**config.mk**
```make
export PLATFORM = sky130hd
export DESIGN_NAME = rtc_date_check_weekday_bcd_pack
export DESIGN_NICKNAME = d
export VERILOG_FILES = /design/src/hw/rtl/rdc_pkg.sv /design/src/hw/rtl/rdc_calendar.sv /design/src/hw/rtl/rdc_bcd_pack.sv /design/src/hw/rtl/rtc_date_check_weekday_bcd_pack.sv
export SDC_FILE = /design/constraint.sdc
export NUM_CORES = 1
export LEC_CHECK = 0
export ABC_CLOCK_PERIOD_IN_PS = 9800
export BUFFER_PORTS_ARGS = -buffer_cell sky130_fd_sc_hd__clkbuf_2
export CORE_MARGIN = 2
export CORE_UTILIZATION = 40
export DETAILED_ROUTE_END_ITERATION = 10
export GPL_ROUTABILITY_DRIVEN = 0
export MAX_ROUTING_LAYER = met4
export PLACE_DENSITY = 0.61
export SLEW_MARGIN = 20
export SYNTH_ARGS = -nofsm -noshare
export SYNTH_HDL_FRONTEND = slang
export SYNTH_SLANG_ARGS = --single-unit
```
**constraint.sdc**
```tcl
create_clock -name i_clk -period 9.8 [get_ports i_clk]
set_clock_uncertainty 0.05 [all_clocks]
set_input_delay 1.96 -clock i_clk [delete_from_list [all_inputs] [get_ports i_clk]]
set_output_delay 1.96 -clock i_clk [all_outputs]
set_load 0.05 [all_outputs]
```
**src/hw/rtl/rdc_pkg.sv**
```systemverilog
`timescale 1ns / 1ps
// ----------------------------------------------------------------------------
// rdc_pkg
// Shared word types and calendar tables for the RTC date check block.
// ----------------------------------------------------------------------------
package rdc_pkg;

    // Month codes after clamping.
    localparam logic [3:0] MON_JAN = 4'd1;
    localparam logic [3:0] MON_FEB = 4'd2;
    localparam logic [3:0] MON_APR = 4'd4;
    localparam logic [3:0] MON_JUN = 4'd6;
    localparam logic [3:0] MON_SEP = 4'd9;
    localparam logic [3:0] MON_NOV = 4'd11;
    localparam logic [3:0] MON_DEC = 4'd12;

    // Binary date and time word taken on a start.
    typedef struct packed {
        logic [6:0] year;
        logic [3:0] month;
        logic [4:0] day;
        logic [4:0] hour;
        logic [5:0] minute;
        logic [5:0] second;
    } t_date_in;

    // Packed BCD word handed to the RTC write.
    typedef struct packed {
        logic [7:0] year_bcd;
        logic [4:0] month_bcd;
        logic [5:0] day_bcd;
        logic [2:0] weekday;
        logic [5:0] hour_bcd;
        logic [6:0] minute_bcd;
        logic [6:0] second_bcd;
    } t_date_out;

    // Calendar results passed from the checker to the packer.
    typedef struct packed {
        logic [3:0] month;
        logic [4:0] day;
        logic [2:0] weekday;
    } t_cal_res;

    // Length of a month in a common year.
    function automatic logic [4:0] f_month_len(input logic [3:0] m);
        logic [4:0] len;
        case (m) inside
            MON_APR, MON_JUN, MON_SEP, MON_NOV: len = 5'd30;
            MON_FEB:                            len = 5'd28;
            default:                            len = 5'd31;
        endcase
        return len;
    endfunction

    // Days in the months before this one, common year.
    function automatic logic [8:0] f_days_before(input logic [3:0] m);
        logic [8:0] d;
        case (m)
            4'd1:    d = 9'd0;
            4'd2:    d = 9'd31;
            4'd3:    d = 9'd59;
            4'd4:    d = 9'd90;
            4'd5:    d = 9'd120;
            4'd6:    d = 9'd151;
            4'd7:    d = 9'd181;
            4'd8:    d = 9'd212;
            4'd9:    d = 9'd243;
            4'd10:   d = 9'd273;
            4'd11:   d = 9'd304;
            4'd12:   d = 9'd334;
            default: d = 9'd0;
        endcase
        return d;
    endfunction

endpackage

```
**src/hw/rtl/rdc_calendar.sv**
```systemverilog
`timescale 1ns / 1ps
// ----------------------------------------------------------------------------
// rdc_calendar
// Clamps month and day to the calendar and computes the Gregorian weekday.
// ----------------------------------------------------------------------------
module rdc_calendar (
    input  rdc_pkg::t_date_in i_date,
    output rdc_pkg::t_cal_res o_cal
);

    // Remainder by seven: octal digits fold because eight is one mod seven.
    function automatic logic [2:0] f_mod7(input logic [9:0] x);
        logic [4:0] s1;
        logic [3:0] s2;
        logic [3:0] r;
        s1 = 5'(x[2:0]) + 5'(x[5:3]) + 5'(x[8:6]) + 5'(x[9]);
        s2 = 4'(s1[2:0]) + 4'(s1[4:3]);
        r  = (s2 >= 4'd7) ? (s2 - 4'd7) : s2;
        return r[2:0];
    endfunction

    logic [3:0] month_c;
    logic       leap;
    logic [4:0] lim;
    logic [4:0] day_c;
    logic [8:0] yday;
    logic       ge101;
    logic [7:0] yq;
    logic [9:0] wsum;

    always_comb begin
        if (i_date.month < rdc_pkg::MON_JAN) begin
            month_c = rdc_pkg::MON_JAN;
        end else if (i_date.month > rdc_pkg::MON_DEC) begin
            month_c = rdc_pkg::MON_DEC;
        end else begin
            month_c = i_date.month;
        end

        // Two century years fall in range: year 0 is a leap year, year 100 is not.
        leap = (i_date.year[1:0] == 2'b00) && (i_date.year != 7'd100);

        lim = rdc_pkg::f_month_len(month_c);
        if (leap && (month_c == rdc_pkg::MON_FEB)) begin
            lim = 5'd29;
        end
        day_c = (i_date.day > lim) ? lim : i_date.day;

        yday = rdc_pkg::f_days_before(month_c) + 9'(day_c)
             + 9'(leap && (month_c > rdc_pkg::MON_FEB));

        // Year terms of the weekday sum with the constant parts folded mod 7.
        ge101 = (i_date.year >= 7'd101);
        yq    = (8'(i_date.year) + 8'd3) >> 2;
        wsum  = 10'd5 + 10'(i_date.year) + 10'(yq) + 10'(yday) - 10'(ge101);

        o_cal.month   = month_c;
        o_cal.day     = day_c;
        o_cal.weekday = f_mod7(wsum);
    end

endmodule

```
**src/hw/rtl/rdc_bcd_pack.sv**
```systemverilog
`timescale 1ns / 1ps
// ----------------------------------------------------------------------------
// rdc_bcd_pack
// Packs date and time fields as tens and units digits; weekday stays binary.
// ----------------------------------------------------------------------------
module rdc_bcd_pack (
    input  rdc_pkg::t_date_in  i_date,
    input  rdc_pkg::t_cal_res  i_cal,
    output rdc_pkg::t_date_out o_out
);

    // Tens by multiplying with 205/2048, exact for seven-bit values.
    function automatic logic [7:0] f_bcd(input logic [6:0] v);
        logic [14:0] prod;
        logic [3:0]  tens;
        logic [6:0]  units;
        prod  = 15'(v) * 15'd205;
        tens  = prod[14:11];
        units = v - 7'(tens) * 7'd10;
        return {tens, units[3:0]};
    endfunction

    logic [7:0] year_p;
    logic [7:0] month_p;
    logic [7:0] day_p;
    logic [7:0] hour_p;
    logic [7:0] minute_p;
    logic [7:0] second_p;

    always_comb begin
        year_p   = f_bcd(i_date.year);
        month_p  = f_bcd(7'(i_cal.month));
        day_p    = f_bcd(7'(i_cal.day));
        hour_p   = f_bcd(7'(i_date.hour));
        minute_p = f_bcd(7'(i_date.minute));
        second_p = f_bcd(7'(i_date.second));

        o_out.year_bcd   = year_p;
        o_out.month_bcd  = month_p[4:0];
        o_out.day_bcd    = day_p[5:0];
        o_out.weekday    = i_cal.weekday;
        o_out.hour_bcd   = hour_p[5:0];
        o_out.minute_bcd = minute_p[6:0];
        o_out.second_bcd = second_p[6:0];
    end

endmodule

```
**src/hw/rtl/rtc_date_check_weekday_bcd_pack.sv**
```systemverilog
`timescale 1ns / 1ps
// ----------------------------------------------------------------------------
// rtc_date_check_weekday_bcd_pack
// Checks a binary date, computes its weekday and packs it as BCD for an RTC.
// ----------------------------------------------------------------------------
//
//  Channel  | Direction | Handshake        | Word
//  ---------+-----------+------------------+------------------------------
//  date in  | input     | i_start, o_busy  | i_in  (rdc_pkg::t_date_in)
//  BCD out  | output    | o_valid strobe   | o_out (rdc_pkg::t_date_out)
//
// A word is taken at every rising edge where i_start is high and o_busy is
// low. The word is captured in an input register, the calendar check and
// the BCD packing run combinationally in the next cycle, and the result
// register then shows it, with o_valid high for one cycle. One word per
// cycle is sustained; nothing between the input and result registers can
// stall, so o_busy stays low. The receiver cannot stall, so nothing is
// held back. Synchronous active-low reset clears both valid flags; the
// data registers are not reset.
//
// Month values are clamped to the range January to December and the day to
// the length of the clamped month, with a leap February allowing 29. A day
// of zero passes through, and its weekday is that of the previous month's
// last day.
// ----------------------------------------------------------------------------
module rtc_date_check_weekday_bcd_pack (
    input  logic                i_clk,
    input  logic                i_rst_n,
    input  logic                i_start,
    input  rdc_pkg::t_date_in   i_in,
    output logic                o_busy,
    output logic                o_valid,
    output rdc_pkg::t_date_out  o_out
);

    logic                r_in_vld;
    logic                n_in_vld;
    rdc_pkg::t_date_in   r_in;
    logic                r_out_vld;
    rdc_pkg::t_date_out  r_out;
    rdc_pkg::t_cal_res   cal;
    rdc_pkg::t_date_out  packed_out;

    // The pipeline always moves, so a new word is welcome every cycle.
    assign o_busy   = 1'b0;
    assign n_in_vld = i_start && !o_busy;

    always_ff @(posedge i_clk) begin
        if (!i_rst_n) begin
            r_in_vld  <= 1'b0;
            r_out_vld <= 1'b0;
        end else begin
            r_in_vld  <= n_in_vld;
            r_out_vld <= r_in_vld;
        end
    end

    // Data registers load only with a live word.
    always_ff @(posedge i_clk) begin
        if (n_in_vld) begin
            r_in <= i_in;
        end
        if (r_in_vld) begin
            r_out <= packed_out;
        end
    end

    rdc_calendar u_calendar (
        .i_date (r_in),
        .o_cal  (cal)
    );

    rdc_bcd_pack u_bcd_pack (
        .i_date (r_in),
        .i_cal  (cal),
        .o_out  (packed_out)
    );

    assign o_valid = r_out_vld;
    assign o_out   = r_out;

    // Every accepted word raises o_valid after the input and result registers.
    a_latency : assert property (@(posedge i_clk) disable iff (!i_rst_n)
        (i_start && !o_busy) |=> ##1 o_valid)
        else $error("accepted word did not appear two cycles later");

    // A rising result strobe never appears without a matching earlier start.
    a_no_phantom : assert property (@(posedge i_clk) disable iff (!i_rst_n)
        $rose(o_valid) |-> $past(i_start, 2))
        else $error("result strobe without a matching start");

    // The weekday is always one of the seven days.
    a_weekday : assert property (@(posedge i_clk) disable iff (!i_rst_n)
        o_valid |-> (o_out.weekday != 3'd7))
        else $error("weekday out of range");

    // The month leaves clamped, between January and December in BCD.
    a_month : assert property (@(posedge i_clk) disable iff (!i_rst_n)
        o_valid |-> ((o_out.month_bcd >= 5'h01) && (o_out.month_bcd <= 5'h12)
                     && (o_out.month_bcd[3:0] <= 4'd9)))
        else $error("month not clamped");

    // The clamped day is never above 31 and its units digit is valid BCD.
    a_day : assert property (@(posedge i_clk) disable iff (!i_rst_n)
        o_valid |-> ((o_out.day_bcd <= 6'h31) && (o_out.day_bcd[3:0] <= 4'd9)))
        else $error("day not clamped");

endmodule
```
==> flow_results.org <==
** Status
- Outcome :: finished, final reports clean

** Global route
- Remaining global-route overflow :: 0
- Entering global routing, the biggest net connects 44 pins.
- The number of antenna violations at the first check in global routing was 0.
- First-pass GRT wire length :: approximately 25 mm
- The via count of the first global-routing pass is around 5300.
- Combined global-route utilization of all metal layers :: 15.5%

** CTS
- CTS max path bufs :: 2
- Hold buffer count at cts :: 0
- CTS Sinks :: 77
- Clock root buffer master :: sky130_fd_sc_hd__clkbuf_16
- TritonCTS buffer count :: 9
- Clock latency on the worst-skew pair :: 0.35 ns
- The H-tree generated during clock tree synthesis spans 3 levels.
- TritonCTS built the clock tree.
- Clock-pin slew was measured on the worst setup and hold paths at 0.07 ns.

** Synth
- In the synthesized netlist the dominant register cell turns out to be sky130_fd_sc_hd__edfxtp_1.
- The synthesized netlist contains 56 unique library cells.
- After synthesis, the share of cell area in mux cells is less than 1%.
- Number of synthesized flops with an enable pin :: 75
- Post-synthesis cell count :: 740
- Adder-cell share of the synthesized area :: 41.7%
- Cell taking the most area after synthesis :: sky130_fd_sc_hd__ha_1
- Cell types with the largest area share after synthesis :: sky130_fd_sc_hd__ha_1 31%, sky130_fd_sc_hd__edfxtp_1 28%, sky130_fd_sc_hd__fa_1 11%, sky130_fd_sc_hd__inv_1 6.8%, sky130_fd_sc_hd__xnor2_1 4.4%
- After synthesis, the largest family of logic cells by area is adder cells.
- Combined area of all synthesized cells :: 7960 um2
- The number of nets handed over by synthesis was 1016.
- Proportion of synthesized flip-flops having asynchronous set or reset :: 0%
- Yosys printed 0 warnings.
- Summing the sequential cell areas from Yosys gives around 29% of the chip area.
- Summing the areas of all and, or, nand and nor instances in the mapped netlist gives 6.17% of the synthesized area.
- Summing the areas of all xor and xnor instances in the mapped netlist gives 7.37% of the synthesized area.
- In this run the mean area of a mapped cell was 10.8 um2.
- The share of synthesized area in the top cell type comes to 31.1%.
- Compound-Gate Fraction of Synth Area :: 8.00%
- Post-synthesis sequential element count :: 77

** Detailed routing
- After detailed routing, the number of remaining DRC violations is 0.
- Count of nets left with antenna violations after detail routing :: 0
- The first TritonRoute pass finished after 4 iterations.
- Final WL :: approximately 15 mm
- Via density :: 4.74
- DR vias :: 5242
- Average wire per cell in the routed design :: ~14 um
- In this run, the number of DRC markers left after iteration 0 of detailed routing was 198.

** Worst setup path
- The worst register-to-register path has a setup slack of 0.65 ns.
- STA classifies the critical path endpoint as a register.
- Launching element type of the critical path :: register
- In this design, the stage delay of the slowest critical-path cell is 0.60 ns.
- Among all stages on the critical path, the largest delay is contributed by sky130_fd_sc_hd__fa_1.
- Required time worst endpoint :: 9.84 ns
- Most used cell along the critical path :: sky130_fd_sc_hd__inv_1
- The worst register-to-register path ends at o_out[21]$_DFFE_PP_.
- Data arrives at the worst endpoint at about 9.2 ns.
- Startpoint-to-endpoint class of the critical path :: register to register
- CP max FO :: 5
- Counting cells, the worst reg-to-reg path comes to between 40 and 50.
- In this run the critical register-to-register path is launched from r_in[25]$_DFFE_PP_.

** STA
- Setup violations, final :: 0
- The worst path in the final design needs a cycle of 9.15 ns, including I/O delays and setup.
- Hold slack :: 0.516 ns
- Worst-margin pin slew :: between 1 and 1.5 ns
- Setup repair after global routing missed its margin :: no
- Number of hold violations in the final report :: 0
- Final Slew Violations :: 0
- Headroom to the max-slew limit :: between 30 and 40%
- FMAX :: 109 MHz
- Fin crit share :: 93.4%
- Worst Setup Slack, final :: 0.647 ns
- Adding up every negative setup slack in the final design gives 0 ns.

** Floorplan
- The die is 145 um tall.
- For this configuration, the core starts out at a cell density of 40.8%.
- From left edge to right edge, the die measures 145 um.
- Std-Cell Rows :: 51
- During I/O placement, the number of pins put on the boundary was 80.
- Area of the placeable core :: 19500 um2
- Die area :: roughly 21000 um2

** Layout
- Area overhead of the layout relative to synthesis :: 14.0%
- Area of the multi-input gates :: 5110 um2
- Post-layout nets :: around 1100
- Measured on the finished design, the core utilization comes to 46.5%.
- Summing all flip-flop and latch instances after layout gives 2300 um2.
- Cells with a size suffix above 1 make up 15.0% of the layout.
- Number of antenna cells inserted :: 0
- Layout filler cell count :: 1827

** Placement
- Pre-CTS WS :: 0.196 ns
- Once detailed placement completed, the half-perimeter wirelength came to 12.0 mm.
- The count of buffers added on input and output ports is 78.

** Hold path
- Worst min-delay path endpoint :: o_out[14]$_DFFE_PP_
- Worst hold path stage count :: 0
- Start point of the worst hold path :: r_in[12]$_DFFE_PP_
- The path class of the tightest hold or removal check is register to register.

** Job
- Max-cap viol count :: 0
-- per-layer routing --
metal / track usage [%] / wire (um)
met1: 20.3 / 7260
met2: 24.8 / 7120
met3: 3.49 / 617
met4: 3.24 / 125
met5: - / 0
-- cells by family (layout without fill, tap and decap cells) --
family	count (synthesis)	after routing
adders and majority gates	240	240
and+or+nand+nor	97	97
DFF	77	77
xor gates and xnor gates	67	67
AOI/OAI and AO/OA	101	101
buffers and inverters	152	253
other	1	1
muxes	5	5
-- stage by stage --
step | instances | cell area (um2)
final | 1106 | 9080
after global routing | 1106 | 9080
after CTS | 1097 | 8980
after detailed placement | 1081 | 8690
after global placement | 1081 | 8690
after floorplan | 740 | 7960
-- synth_stat cells (all sizes together), types with 2 or more instances --
cell type / count
inv: 145
o211ai: 4
nand2b: 5
a211o: 2
a21oi: 37
xor2: 27
nor3: 6
mux2i: 5
nor4: 4
nor2: 18
a21o: 9
a211oi: 2
nor2b: 5
ha: 198
clkbuf: 5
nand2: 29
nand3: 7
edfxtp: 75
o21ai: 26
o31ai: 2
and3: 2
a31oi: 2
nand4: 3
nor3b: 2
fa: 42
o21a: 2
and2: 5
a221oi: 2
dfxtp: 2
or2: 7
buf: 2
nand4b: 2
xnor2: 40
o21bai: 3
-- cell usage in the layout (no fill, tap or decap), drive strengths merged, types with 5 or more instances in the layout --
cell,netlist,routed
inv,145,146
or2,7,7
a21oi,37,37
buf,2,14
mux2i,5,5
and2,5,5
fa,42,42
o21ai,26,26
a21o,9,9
nor2,18,18
ha,198,198
edfxtp,75,75
nand2b,5,5
clkbuf,5,89
nor3,6,6
nand3,7,7
xor2,27,27
nand2,29,29
nor2b,5,5
xnor2,40,40
-- critical path, delay by kind of cell, from the launching register on --
family,cells,cell delay (ns)
xor+xnor,2,0.29
flops,1,0.45
compound gates,15,2.23
simple gates,6,1.19
buf+inv,9,0.72
fa+ha+maj,12,3.96
-- state kept, by name, indices dropped and copies added (netlist names) --
name and cells:
o_valid 1, o_out 42, r_in 33, r_in_vld 1
-- final cells by class --
cell class | instances | share of cell area, %
flip-flops and latches | 77 | 25.3
clock inverters | 5 | 0.662
multi-input cells | 511 | 56.3
well taps | 265 | 3.65
repair buffers | 92 | 5.46
clock buffers | 11 | 2.56
inverters | 145 | 6.02
-- timing repair --
item                       4_1_cts  5_1_grt
buffers inserted                 0        9
resized for setup                0        6
setup endpoints to repair        0        3
-- worst max-delay path by stage --
stage,cells after the start,startpoint,slack (ns),to
floorplan,44,r_in[24]$_DFFE_PP_,0.46,o_out[21]$_DFFE_PP_
global placement,44,r_in[25]$_DFFE_PP_,0.44,o_out[21]$_DFFE_PP_
detailed placement,44,r_in[25]$_DFFE_PP_,0.20,o_out[21]$_DFFE_PP_
CTS,44,r_in[25]$_DFFE_PP_,0.18,o_out[21]$_DFFE_PP_
global route,43,r_in[24]$_DFFE_PP_,0.03,o_out[21]$_DFFE_PP_
finish,44,r_in[25]$_DFFE_PP_,0.65,o_out[21]$_DFFE_PP_
Power is left out: the tool's default activity adds up to more than one toggle a clock period on the data nets, which glitch-free logic cannot reach.
